## src/rtl/stroke_dab_spacer_dirty_rect_assert.svh

```systemverilog
// ----------------------------------------------------------------------------
// Assertion macros for the stroke dab spacer
// Implication checks that compile away when SYNTH is defined.
// ----------------------------------------------------------------------------
`ifndef STROKE_DAB_SPACER_DIRTY_RECT_ASSERT_SVH
`define STROKE_DAB_SPACER_DIRTY_RECT_ASSERT_SVH
`ifndef SYNTH
`define SDSDR_ASSERT_IMPLY(lbl, clk, rst_n, a, c, msg) \
    lbl: assert property (@(posedge clk) disable iff (!rst_n) (a) |-> (c)) else $error(msg);
`define SDSDR_ASSERT_NEXT(lbl, clk, rst_n, a, c, msg) \
    lbl: assert property (@(posedge clk) disable iff (!rst_n) (a) |=> (c)) else $error(msg);
`else
`define SDSDR_ASSERT_IMPLY(lbl, clk, rst_n, a, c, msg)
`define SDSDR_ASSERT_NEXT(lbl, clk, rst_n, a, c, msg)
`endif
`endif

```

## src/rtl/sdsdr_pkg.sv

```systemverilog
// ----------------------------------------------------------------------------
// sdsdr_pkg
// Shared codes, constants and controller/datapath link types.
// ----------------------------------------------------------------------------
`default_nettype none
package sdsdr_pkg;

    localparam int DEF_PENDING_CAPACITY = 64;
    localparam int DEF_TILE_SIZE        = 32;

    localparam logic [2:0] OP_SAMPLE = 3'd0;
    localparam logic [2:0] OP_BEGIN  = 3'd1;
    localparam logic [2:0] OP_END    = 3'd2;
    localparam logic [2:0] OP_CLEAR  = 3'd3;
    localparam logic [2:0] OP_RESET  = 3'd4;

    localparam logic [19:0] RADIUS_RESET = 20'd4096;
    localparam logic [19:0] MIN_SPACING  = 20'd1024;

    localparam logic [4:0] SQ_STEPS  = 5'd27;
    localparam logic [4:0] DIV_STEPS = 5'd26;

    typedef struct packed {
        logic take;
        logic square;
        logic sq_load;
        logic sq_step;
        logic seg_start;
        logic mul;
        logic div_load;
        logic div_step;
        logic pos;
        logic rect_a;
        logic rect_b;
        logic rect_c;
        logic t_step;
    } sdsdr_cmd_t;

    typedef struct packed {
        logic first_dab;
        logic seg_dab;
        logic short_move;
        logic more;
        logic last;
    } sdsdr_status_t;

    typedef struct packed {
        logic [23:0] dab_x;
        logic [23:0] dab_y;
        logic [16:0] dab_pressure;
        logic [15:0] dirty_x;
        logic [15:0] dirty_y;
        logic [16:0] dirty_w;
        logic [16:0] dirty_h;
        logic [6:0]  pending_count;
        logic        last;
    } sdsdr_result_t;

endpackage
`default_nettype wire

```

## src/rtl/sdsdr_ctrl.sv

```systemverilog
// ----------------------------------------------------------------------------
// sdsdr_ctrl
// Sequencer: square, root, per-dab divide, rectangle stages, output word.
// ----------------------------------------------------------------------------
`default_nettype none
`include "stroke_dab_spacer_dirty_rect_assert.svh"
module sdsdr_ctrl import sdsdr_pkg::*;
(
    input  wire logic          clk,
    input  wire logic          rst_n,
    input  wire logic          in_acc,
    input  wire logic          out_acc,
    input  wire sdsdr_status_t status,
    output logic               in_ready,
    output logic               out_valid,
    output sdsdr_cmd_t         cmd
);

    localparam logic [3:0] S_IDLE = 4'd0;
    localparam logic [3:0] S_SQR  = 4'd1;
    localparam logic [3:0] S_SUM  = 4'd2;
    localparam logic [3:0] S_SQRT = 4'd3;
    localparam logic [3:0] S_CHK  = 4'd4;
    localparam logic [3:0] S_LOOP = 4'd5;
    localparam logic [3:0] S_MUL  = 4'd6;
    localparam logic [3:0] S_DIVL = 4'd7;
    localparam logic [3:0] S_DIV  = 4'd8;
    localparam logic [3:0] S_POS  = 4'd9;
    localparam logic [3:0] S_RA   = 4'd10;
    localparam logic [3:0] S_RB   = 4'd11;
    localparam logic [3:0] S_RC   = 4'd12;
    localparam logic [3:0] S_OUT  = 4'd13;

    logic [3:0] state_reg, state_next;
    logic [4:0] cnt_reg, cnt_next;

    always_comb
    begin
        state_next = state_reg;
        cnt_next   = cnt_reg;
        cmd        = '0;
        unique case (state_reg)
            S_IDLE:
            begin
                if (in_acc)
                begin
                    cmd.take = 1'b1;
                    if (status.first_dab)
                        state_next = S_RA;
                    else if (status.seg_dab)
                        state_next = S_SQR;
                end
            end
            S_SQR:
            begin
                cmd.square = 1'b1;
                state_next = S_SUM;
            end
            S_SUM:
            begin
                cmd.sq_load = 1'b1;
                cnt_next    = '0;
                state_next  = S_SQRT;
            end
            S_SQRT:
            begin
                cmd.sq_step = 1'b1;
                if (cnt_reg == SQ_STEPS - 5'd1)
                    state_next = S_CHK;
                else
                    cnt_next = cnt_reg + 5'd1;
            end
            S_CHK:
            begin
                if (status.short_move)
                    state_next = S_IDLE;
                else
                begin
                    cmd.seg_start = 1'b1;
                    state_next    = S_LOOP;
                end
            end
            S_LOOP:
            begin
                state_next = status.more ? S_MUL : S_IDLE;
            end
            S_MUL:
            begin
                cmd.mul    = 1'b1;
                state_next = S_DIVL;
            end
            S_DIVL:
            begin
                cmd.div_load = 1'b1;
                cnt_next     = '0;
                state_next   = S_DIV;
            end
            S_DIV:
            begin
                cmd.div_step = 1'b1;
                if (cnt_reg == DIV_STEPS - 5'd1)
                    state_next = S_POS;
                else
                    cnt_next = cnt_reg + 5'd1;
            end
            S_POS:
            begin
                cmd.pos    = 1'b1;
                state_next = S_RA;
            end
            S_RA:
            begin
                cmd.rect_a = 1'b1;
                state_next = S_RB;
            end
            S_RB:
            begin
                cmd.rect_b = 1'b1;
                state_next = S_RC;
            end
            S_RC:
            begin
                cmd.rect_c = 1'b1;
                state_next = S_OUT;
            end
            S_OUT:
            begin
                if (out_acc)
                begin
                    if (status.last)
                        state_next = S_IDLE;
                    else
                    begin
                        cmd.t_step = 1'b1;
                        state_next = S_MUL;
                    end
                end
            end
            default:
            begin
                state_next = S_IDLE;
            end
        endcase
    end

    always_ff @(posedge clk or negedge rst_n)
    begin
        if (!rst_n)
        begin
            state_reg <= S_IDLE;
            cnt_reg   <= '0;
        end
        else
        begin
            state_reg <= state_next;
            cnt_reg   <= cnt_next;
        end
    end

    assign in_ready  = (state_reg == S_IDLE);
    assign out_valid = (state_reg == S_OUT);

    `SDSDR_ASSERT_IMPLY(a_no_overlap, clk, rst_n, out_valid, !in_ready, "ready while word held")
    `SDSDR_ASSERT_IMPLY(a_sqrt_cnt, clk, rst_n, state_reg == S_SQRT, cnt_reg < SQ_STEPS, "sqrt count")
    `SDSDR_ASSERT_NEXT(a_rc_out, clk, rst_n, state_reg == S_RC, out_valid, "no word after rect")

endmodule
`default_nettype wire

```

## config.mk

```make
export PLATFORM = sky130hd
export DESIGN_NAME = sdsdr_ctrl
export DESIGN_NICKNAME = d
export VERILOG_FILES = /design/src/rtl/sdsdr_pkg.sv /design/src/rtl/sdsdr_ctrl.sv
export VERILOG_INCLUDE_DIRS = /design/src /design/src/rtl
export SDC_FILE = /design/constraint.sdc
export NUM_CORES = 1
export LEC_CHECK = 0
export ABC_AREA = 1
export BUFFER_PORTS_ARGS = -buffer_cell sky130_fd_sc_hd__buf_2
export CORE_MARGIN = 2
export CORE_UTILIZATION = 50
export CTS_BUF_LIST = sky130_fd_sc_hd__clkbuf_2
export DETAILED_ROUTE_END_ITERATION = 8
export GPL_TIMING_DRIVEN = 0
export PLACE_DENSITY_LB_ADDON = 0.3
export SLEW_MARGIN = 10
export SYNTH_ARGS = -nofsm -noshare
export SYNTH_HDL_FRONTEND = slang
export SYNTH_SLANG_ARGS = --single-unit
export TNS_END_PERCENT = 50
```

## constraint.sdc

```tcl
create_clock -name clk -period 1.7 [get_ports clk]
set_input_delay 0.255 -clock clk [delete_from_list [all_inputs] [get_ports clk]]
set_output_delay 0.255 -clock clk [all_outputs]
set_load 0.005 [all_outputs]
```

==> results of run 1 <==
worst reg2reg max path: cells and delay by family (launching register included):
kind,cells,cell delay [ns]
flops,1,0.44
fa+ha+maj,1,0.19
simple gates,7,0.58
buf+inv,2,0.11
what timing repair did:
action	in CTS	in global routing
pin swaps	0	1
endpoints found under the hold margin	9	0
setup buffers	0	3
setup endpoints to repair	3	4
hold buffers	1	0
resized for setup	2	4
layer usage:
metal	track usage (%)	routed length, µm	up-vias
met4	7.27	10	0
met2	34.5	910	25
li1	-	-	478
met3	6.12	109	2
met5	0	0	-
met1	29.5	925	403
layout make-up:
class | instances | area share, %
inverters | 21 | 7.71
multi-input cells | 106 | 51.5
repair buffers | 27 | 14.4
well taps | 16 | 1.96
clock inverters | 1 | 0.490
clock buffers | 3 | 1.47
flip-flops and latches | 9 | 22.4
how the worst min path moves through the flow:
stage / end / slack [ns]
after detailed placement: cnt_reg[0]$_DFFE_PN0P_ / 0.12
final: state_reg[2]$_DFFE_PN0P_ / 0.27
after global placement: cnt_reg[1]$_DFFE_PN0P_ / 0.11
after floorplan: cnt_reg[0]$_DFFE_PN0P_ / -0.04
after global routing: state_reg[2]$_DFFE_PN0P_ / 0.26
after CTS: state_reg[2]$_DFFE_PN0P_ / 0.25
where the power goes:
group	leakage, nW	internal [mW]	total (mW)	switching [mW]
logic	0.522	0.384	1.01	0.622
registers	0.114	0.301	0.436	0.135
clock network	0.0164	0.0532	0.137	0.0840
cell families (layout without fill, tap and decap cells):
logic type / after synthesis / after routing / synth area share [%]
adder cells (fa/ha/maj): 3 / 3 / 4.55
buffers and inverters: 21 / 52 / 9.54
AND/OR/NAND/NOR: 97 / 97 / 53.6
AO/OA/AOI/OAI: 3 / 3 / 1.82
XOR/XNOR: 3 / 3 / 3.18
flip-flops: 9 / 9 / 27.3
stage by stage:
stage               std cells  power, mW
floorplan                 136       1.11
global placement          175       1.34
detailed placement        175       1.37
CTS                       180       1.53
global route              183       1.76
finish                    183       1.58
Yosys cell counts:
master   instances  area share, %
nand4_2          1            1.5
and2_1           1           0.76
inv_2            3            1.4
ha_1             3            4.5
inv_1           18            8.2
nor2_1          23             10
xnor2_1          2            2.1
nand2_4          1            1.4
nand2_2          6            4.5
xor2_1           1            1.1
nor2_4           3            4.1
nand4_1          2            1.5
o21ai_0          3            1.8
nand3_1         12            7.3
nor2_2           1           0.76
dfrtp_1          9             27
nand2_1         47             21
placed cells by master (no fill, tap or decap), types with 4 or more instances in the layout:
master   synthesis  final
buf_2            0     23
dfrtp_1          9      6
inv_1           18     17
inv_2            3      4
nand2_1         47     47
nand2_2          6      6
nand3_1         12     12
nor2_1          23     21
==> out/summary.txt, run 1 <==
Vias in the first global route: 736
Global route overflow: 0
Placeable Area: 1520 µm²
End of the critical path: cmd[12]
Cell Chain, Critical Path: buf_4 -> nor2_4 -> nand2_1 -> nor2_1 -> buf_2
Drt first pass iters: 4
Max clock buf depth: 2
Clock Skew: 0.00796 ns
Yosys Warn Count: 0
Fmax: 620 MHz
Initial antenna violation count: 0
Utilization after layout: 67.1%
Critical path depth: 5
I/O pins: 24
Worst EP arrival: 1.36 ns
Layout Nets: 180
Sequential fraction of the synthesis area: 27.3%
Post-Place Worst Slack: 0.277 ns
CTS tree: built
Worst R2R End: cnt_reg[2]$_DFFE_PN0P_
Largest net degree at the start of global routing: 10
Setup TNS: 0 ns
FP Rows: 14
FF+latch area: 229 µm²
Outcome: finished clean
Maxcap violations: 0
Yosys cell types: 17
DRC Markers: 0
Starting density of the core: 54.2%
IO buf count: 23
Net Count, Synth: 148
DR vias: 908
Tot GR Track Use: 22.2%
R2r setup slk: 0.27 ns
Crit-path max cell delay: 0.46 ns
Synthesis-to-layout area growth: 23.8%
Fin area: 1020 µm²
Pwr/cell area: 1550 nW/µm²
CP Buf/Inv Count: 2
Unrepaired setup endpoints after global routing: true
Worst IR drop on VDD: 1.15 mV
Mapped Cells: 136
Final min period: 1.61 ns
Die Footprint: 1990 µm²
Die Width: 44.6 µm
Post-route ant nets: 0
First-pass GRT wire length: 3160 µm
Via density per instance: 4.96
Hold Worst Slack: 0.268 ns
Seq cells post-synth: 9
CP Launch Point: state_reg[1]$_DFFE_PN0P_
# fillers: 143
Final Cycle Share: 94.9%
Hold violation count in the final report: 0
Number of flip-flops in the largest register: 5
Max_slew headroom: 82.1%
Slew at the pin with the worst max-slew slack: 0.268 ns
Skew-Pair Late Insertion Delay: 0.26 ns
1st-iter DRT viols: 37
Antenna cell count: 0
Crit end category: primary output
CTS sink cnt: 9
Average cell area after synthesis: 6.07 µm²
DP HPWL: 1570 µm
Area of the multi-input gates: 527 µm²
Fin. max-slew vios: 0
DIE HEIGHT: 44.6 µm
Crit start category: flop
Final setup fails: 0
Routed WL: 1960 µm
Depth of the CTS H-tree: 1
Worst Path Max Fanout: 8
Crit path max-delay family: flip-flops
Slowest cell on crit path: dfrtp_2
Setup Crit Path Kind: reg -> out
Mapped Area: 826 µm²
Fraction of layout cells with a size suffix above 1: 30.5%
Clock root buffer: clkbuf_2
Clk slew on worst S/H paths: 0.10 ns
Crit Reg-Reg Startpoint: cnt_reg[0]$_DFFE_PN0P_
Final worst slack: 0.0874 ns
Worst Path Required: 1.44 ns
Pleak: 0.652 nW
Total CTS buffers: 3
Worst Hold Class: in -> reg
Hold path start: out_acc
Placed cell area: 961 µm²
R2R depth: 10
Avg WL per Cell: 10.7 µm
Hold Path Stages: 4
Final Wtd Congestion: 0.917
Power figures use the tool's default switching activity.
==> run 2: changes to the inputs <==
MAX_ROUTING_LAYER = met4   (was default)
==> out/summary.txt, run 2 (same netlist as run 1, synthesis figures left out) <==
Starting density of the core: 54.2% (unchanged)
Worst Path Max Fanout: 5 (was 8)
Crit end category: primary output (unchanged)
Final min period: 1.59 ns (was 1.61 ns)
FP Rows: 14 (unchanged)
Final Wtd Congestion: 0.931 (was 0.917)
Clock Skew: 0.00167 ns (was 0.00796 ns)
Final Power: 1.53 mW (was 1.58 mW)
Worst Hold Class: in -> reg (unchanged)
DIE HEIGHT: 44.6 µm (unchanged)
Final setup fails: 0 (unchanged)
Routed WL: 1910 µm (was 1960 µm)
CTS sink cnt: 9 (unchanged)
Die Footprint: 1990 µm² (unchanged)
CP Buf/Inv Count: 2 (unchanged)
Avg WL per Cell: 10.6 µm (was 10.7 µm)
DR vias: 896 (was 908)
Worst EP arrival: 1.34 ns (was 1.36 ns)
Setup Crit Path Kind: reg -> out (unchanged)
Fmax: 628 MHz (was 620 MHz)
I/O pins: 24 (unchanged)
Largest net degree at the start of global routing: 10 (unchanged)
Total CTS buffers: 3 (unchanged)
Maxcap violations: 0 (unchanged)
Vias in the first global route: 683 (was 736)
Max_slew headroom: 81.4% (was 82.1%)
Unrepaired setup endpoints after global routing: false (was true)
Fraction of layout cells with a size suffix above 1: 29.3% (was 30.5%)
Synthesis-to-layout area growth: 21.1% (was 23.8%)
Placed cell area: 961 µm² (unchanged)
Hold Worst Slack: 0.262 ns (was 0.268 ns)
Fin area: 1000 µm² (was 1020 µm²)
Worst Path Required: 1.44 ns (about the same)
IO buf count: 23 (unchanged)
DRC Markers: 0 (unchanged)
Clk slew on worst S/H paths: 0.10 ns (about the same)
CTS tree: built (unchanged)
# fillers: 137 (was 143)
1st-iter DRT viols: 28 (was 37)
Skew-Pair Late Insertion Delay: 0.26 ns (about the same)
Drt first pass iters: 4 (unchanged)
Most frequent cells in the layout: nand2_1 (47), buf_2 (23), nor2_1 (21) (unchanged)
Crit path max-delay family: flip-flops (unchanged)
Layout Nets: 177 (was 180)
Clock root buffer: clkbuf_2 (unchanged)
Utilization after layout: 65.6% (was 67.1%)
First-pass GRT wire length: 3080 µm (was 3160 µm)
Via density per instance: 4.98 (was 4.96)
Commonest non-fill, non-tap cell in the layout: nand2_1 (unchanged)
Global route overflow: 0 (unchanged)
Post-route ant nets: 0 (unchanged)
Number of flip-flops in the largest register: 5 (unchanged)
Tot GR Track Use: 21.9% (was 22.2%)
Crit-path max cell delay: 0.48 ns (was 0.46 ns)
Outcome: finished clean (unchanged)
Pwr/cell area: 1530 nW/µm² (was 1550 nW/µm²)
Fin. max-slew vios: 0 (unchanged)
Setup TNS: 0 ns (unchanged)
DP HPWL: 1550 µm (was 1570 µm)
Depth of the CTS H-tree: 1 (unchanged)
Antenna cell count: 0 (unchanged)
Worst IR drop on VDD: 1.10 mV (was 1.15 mV)
Placeable Area: 1520 µm² (unchanged)
Initial antenna violation count: 0 (unchanged)
Slew at the pin with the worst max-slew slack: 0.279 ns (was 0.268 ns)
Pleak: 0.637 nW (was 0.652 nW)
Max clock buf depth: 2 (unchanged)
Hold violation count in the final report: 0 (unchanged)
Die Width: 44.6 µm (unchanged)
Crit start category: flop (unchanged)
Post-CTS setup buffers: 0 (unchanged)
Slowest cell on crit path: dfrtp_2 (unchanged)
Final Cycle Share: 93.7% (was 94.9%)
Cell Chain, Critical Path: inv_2 -> nand2_2 -> nor2_4 -> nand2_1 -> nor2_1 -> buf_2 (was buf_4 -> nor2_4 -> nand2_1 -> nor2_1 -> buf_2)
run 2: worst register-to-register path: stages, from the launching register on:
cell and delay [ns]:
dfrtp_1 0.43, inv_1 0.08, ha_1 0.20, nand2_1 0.05, inv_1 0.03, nand2_1 0.09
nor2_1 0.05, nor2_1 0.16, nand2_2 0.12, nand2_1 0.08, nand2_1 0.05
run 2: timing repair:
action	4_1_cts	5_1_grt
hold buffers	1	0
endpoints found under the hold margin	9	0
setup endpoints to repair	1	4
resized for setup	1	5
run 2: final timing paths:
path	from	end	slack (ns)	cells after the start
worst max register to register	cnt_reg[0]$_DFFE_PN0P_	cnt_reg[1]$_DFFE_PN0P_	0.27	10
worst min register to register	cnt_reg[4]$_DFFE_PN0P_	cnt_reg[4]$_DFFE_PN0P_	0.56	2
min in group asynchronous	rst_n	cnt_reg[3]$_DFFE_PN0P_	0.36	2
worst max-delay path	state_reg[1]$_DFFE_PN0P_	cmd[0]	0.11	6
worst min-delay path	out_acc	state_reg[2]$_DFFE_PN0P_	0.26	4
max in group asynchronous	rst_n	state_reg[3]$_DFFE_PN0P_	1.14	2
run 2: where the power goes:
group	total [mW]	leakage, nW	internal (mW)	switching [mW]
Clock	0.138	0.0164	0.0532	0.0847
Combinational	0.953	0.507	0.346	0.607
Sequential	0.443	0.114	0.301	0.142
Total	1.53	0.637	0.701	0.833
run 2: per-stage QoR:
step | instances | setup slack [ns]
global placement | 175 | 0.282
detailed placement | 175 | 0.269
floorplan | 136 | 0.426
finish | 180 | 0.107
global route | 180 | 0.00838
CTS | 180 | 0.0119
run 2: metal layers:
layer	part of all wire (%)	vias to the layer above	global-route usage, %
met2	46	26	32.2
met4	0.37	0	3.64
li1	-	466	-
met3	6.4	2	6.12
met5	0	-	-
met1	47	402	30.4
run 2: area by class of cell:
class | count | area, µm² | share of cell area, %
inverter | 21 | 78.8 | 7.88
timing repair buffer | 24 | 125 | 12.5
tap | 16 | 20.0 | 2.00
multi-input combinational | 106 | 527 | 52.7
sequential | 9 | 229 | 22.9
clock buffer | 3 | 15.0 | 1.50
clock inverter | 1 | 5.00 | 0.501
==> run 3: changes to the inputs <==
CORE_MARGIN = default   (was 2)
RECOVER_POWER = 50   (was default)
==> out/summary.txt, run 3 (same netlist as run 1, synthesis figures left out) <==
Outcome: finished clean (unchanged)
Die Width: 42.6 µm (was 44.6 µm)
Skew-Pair Late Insertion Delay: 0.25 ns (was 0.26 ns)
Post-CTS setup buffers: 0 (unchanged)
DIE HEIGHT: 42.6 µm (was 44.6 µm)
Setup TNS: 0 ns (unchanged)
Placeable Area: 1520 µm² (unchanged)
Fin area: 988 µm² (was 1000 µm²)
Worst R2R End: state_reg[3]$_DFFE_PN0P_ (was cnt_reg[1]$_DFFE_PN0P_)
Vias in the first global route: 782 (was 683)
Fin. max-slew vios: 0 (unchanged)
Hold Worst Slack: 0.273 ns (was 0.262 ns)
Starting density of the core: 54.2% (unchanged)
R2r setup slk: 0.15 ns (was 0.27 ns)
Fraction of layout cells with a size suffix above 1: 26.8% (was 29.3%)
Drt first pass iters: 4 (unchanged)
Synthesis-to-layout area growth: 19.7% (was 21.1%)
Hold Path Stages: 4 (unchanged)
Worst Path Required: 1.44 ns (about the same)
Pwr/cell area: 1520 nW/µm² (was 1530 nW/µm²)
I/O pins: 24 (unchanged)
FP Rows: 14 (unchanged)
Number of flip-flops in the largest register: 5 (unchanged)
Unrepaired setup endpoints after global routing: false (unchanged)
Worst Hold Class: in -> reg (unchanged)
Clk slew on worst S/H paths: 0.10 ns (about the same)
Hold path start: out_acc (unchanged)
Worst EP arrival: 1.32 ns (was 1.34 ns)
Initial antenna violation count: 0 (unchanged)
Fmax: 634 MHz (was 628 MHz)
Hold violation count in the final report: 0 (unchanged)
Hold Path End: state_reg[2]$_DFFE_PN0P_ (unchanged)
Crit end category: primary output (unchanged)
Final Wtd Congestion: 0.898 (was 0.931)
FF+latch area: 229 µm² (unchanged)
Post-route ant nets: 0 (unchanged)
CTS tree: built (unchanged)
Routed WL: 1840 µm (was 1910 µm)
First-pass GRT wire length: 3260 µm (was 3080 µm)
Max_slew headroom: 67.1% (was 81.4%)
Via density per instance: 4.93 (was 4.98)
Crit Reg-Reg Startpoint: cnt_reg[0]$_DFFE_PN0P_ (unchanged)
Worst IR drop on VDD: 1.04 mV (was 1.10 mV)
Commonest non-fill, non-tap cell in the layout: nand2_1 (unchanged)
Clock Skew: 0.00137 ns (was 0.00167 ns)
Worst Path Max Fanout: 6 (was 5)
Largest net degree at the start of global routing: 10 (unchanged)
Avg WL per Cell: 10.2 µm (was 10.6 µm)
CTS sink cnt: 9 (unchanged)
Slew at the pin with the worst max-slew slack: 0.493 ns (was 0.279 ns)
Clock root buffer: clkbuf_2 (unchanged)
Crit start category: flop (unchanged)
Final min period: 1.58 ns (was 1.59 ns)
Antenna cell count: 0 (unchanged)
Die Footprint: 1820 µm² (was 1990 µm²)
Final Cycle Share: 92.8% (was 93.7%)
Pleak: 0.625 nW (was 0.637 nW)
Layout Nets: 177 (unchanged)
Tot GR Track Use: 24.4% (was 21.9%)
Global route overflow: 0 (unchanged)
# fillers: 144 (was 137)
DRC Markers: 0 (unchanged)
Max clock buf depth: 2 (unchanged)
Placed cell area: 961 µm² (unchanged)
Maxcap violations: 0 (unchanged)
DP HPWL: 1540 µm (was 1550 µm)
R2R depth: 9 (was 10)
Most frequent cells in the layout: nand2_1 (48), nor2_1 (21), buf_2 (20) (was nand2_1 (47), buf_2 (23), nor2_1 (21))
Setup Crit Path Kind: reg -> out (unchanged)
IO buf count: 23 (unchanged)
1st-iter DRT viols: 20 (was 28)
Final setup fails: 0 (unchanged)
Total CTS buffers: 3 (unchanged)
Area of the multi-input gates: 519 µm² (was 527 µm²)
Depth of the CTS H-tree: 1 (unchanged)
DR vias: 887 (was 896)
## run 3: per-layer routing
metal  vias to the layer above  global-route usage (%)  part of all wire [%]
met5                         -                       -                     0
met4                         0                    3.75                  0.43
met3                         2                    6.47                   4.2
met2                        19                    37.9                    45
met1                       396                    32.4                    51
li1                        470                       -                     -
## run 3: worst max-delay path: stages, from the launching register on
cell and delay (ns):
dfrtp_1 0.45, nor2_2 0.28, nand2_1 0.14, nor2_1 0.09, buf_2 0.11
## run 3: final cells by class
type | count | share of cell area [%]
multi-input combinational | 106 | 52.5
sequential | 9 | 23.2
timing repair buffer | 24 | 12.3
inverter | 21 | 7.97
tap | 16 | 2.03
clock buffer | 3 | 1.52
clock inverter | 1 | 0.506
## run 3: metrics by stage
stage | utilization [%] | setup WS (ns) | total power [mW] | instances
5_1_grt | 64.9 | 0.000972 | 1.68 | 180
4_1_cts | 65.2 | 0.0278 | 1.52 | 180
3_3_place_gp | 63.1 | 0.294 | 1.34 | 175
6_report | 64.9 | 0.122 | 1.50 | 180
2_1_floorplan | - | 0.426 | 1.11 | 136
3_5_place_dp | 63.1 | 0.244 | 1.38 | 175
## run 3: repair_timing
item / CTS / global route
hold endpoints to repair: 9 / 0
gates resized for setup: 1 / 5
endpoints found under the setup margin: 2 / 3
cloned: 0 / 0
hold buffers: 1 / 0
## run 3: worst max path at each step
| stage | from | to | cells after the start |
|---|---|---|---|
| 2_1_floorplan | cnt_reg[0]$_DFFE_PN0P_ | cnt_reg[2]$_DFFE_PN0P_ | 10 |
| 3_3_place_gp | state_reg[3]$_DFFE_PN0P_ | cnt_reg[1]$_DFFE_PN0P_ | 6 |
| 3_5_place_dp | state_reg[3]$_DFFE_PN0P_ | cnt_reg[0]$_DFFE_PN0P_ | 6 |
| 4_1_cts | state_reg[1]$_DFFE_PN0P_ | cmd[0] | 6 |
| 5_1_grt | state_reg[1]$_DFFE_PN0P_ | cmd[0] | 6 |
| 6_report | state_reg[2]$_DFFE_PN0P_ | cmd[12] | 4 |
## run 3: power breakdown
part,switching (mW),total (mW),internal [mW]
logic,0.594,0.928,0.334
registers,0.143,0.444,0.301
clock network,0.0794,0.133,0.0532
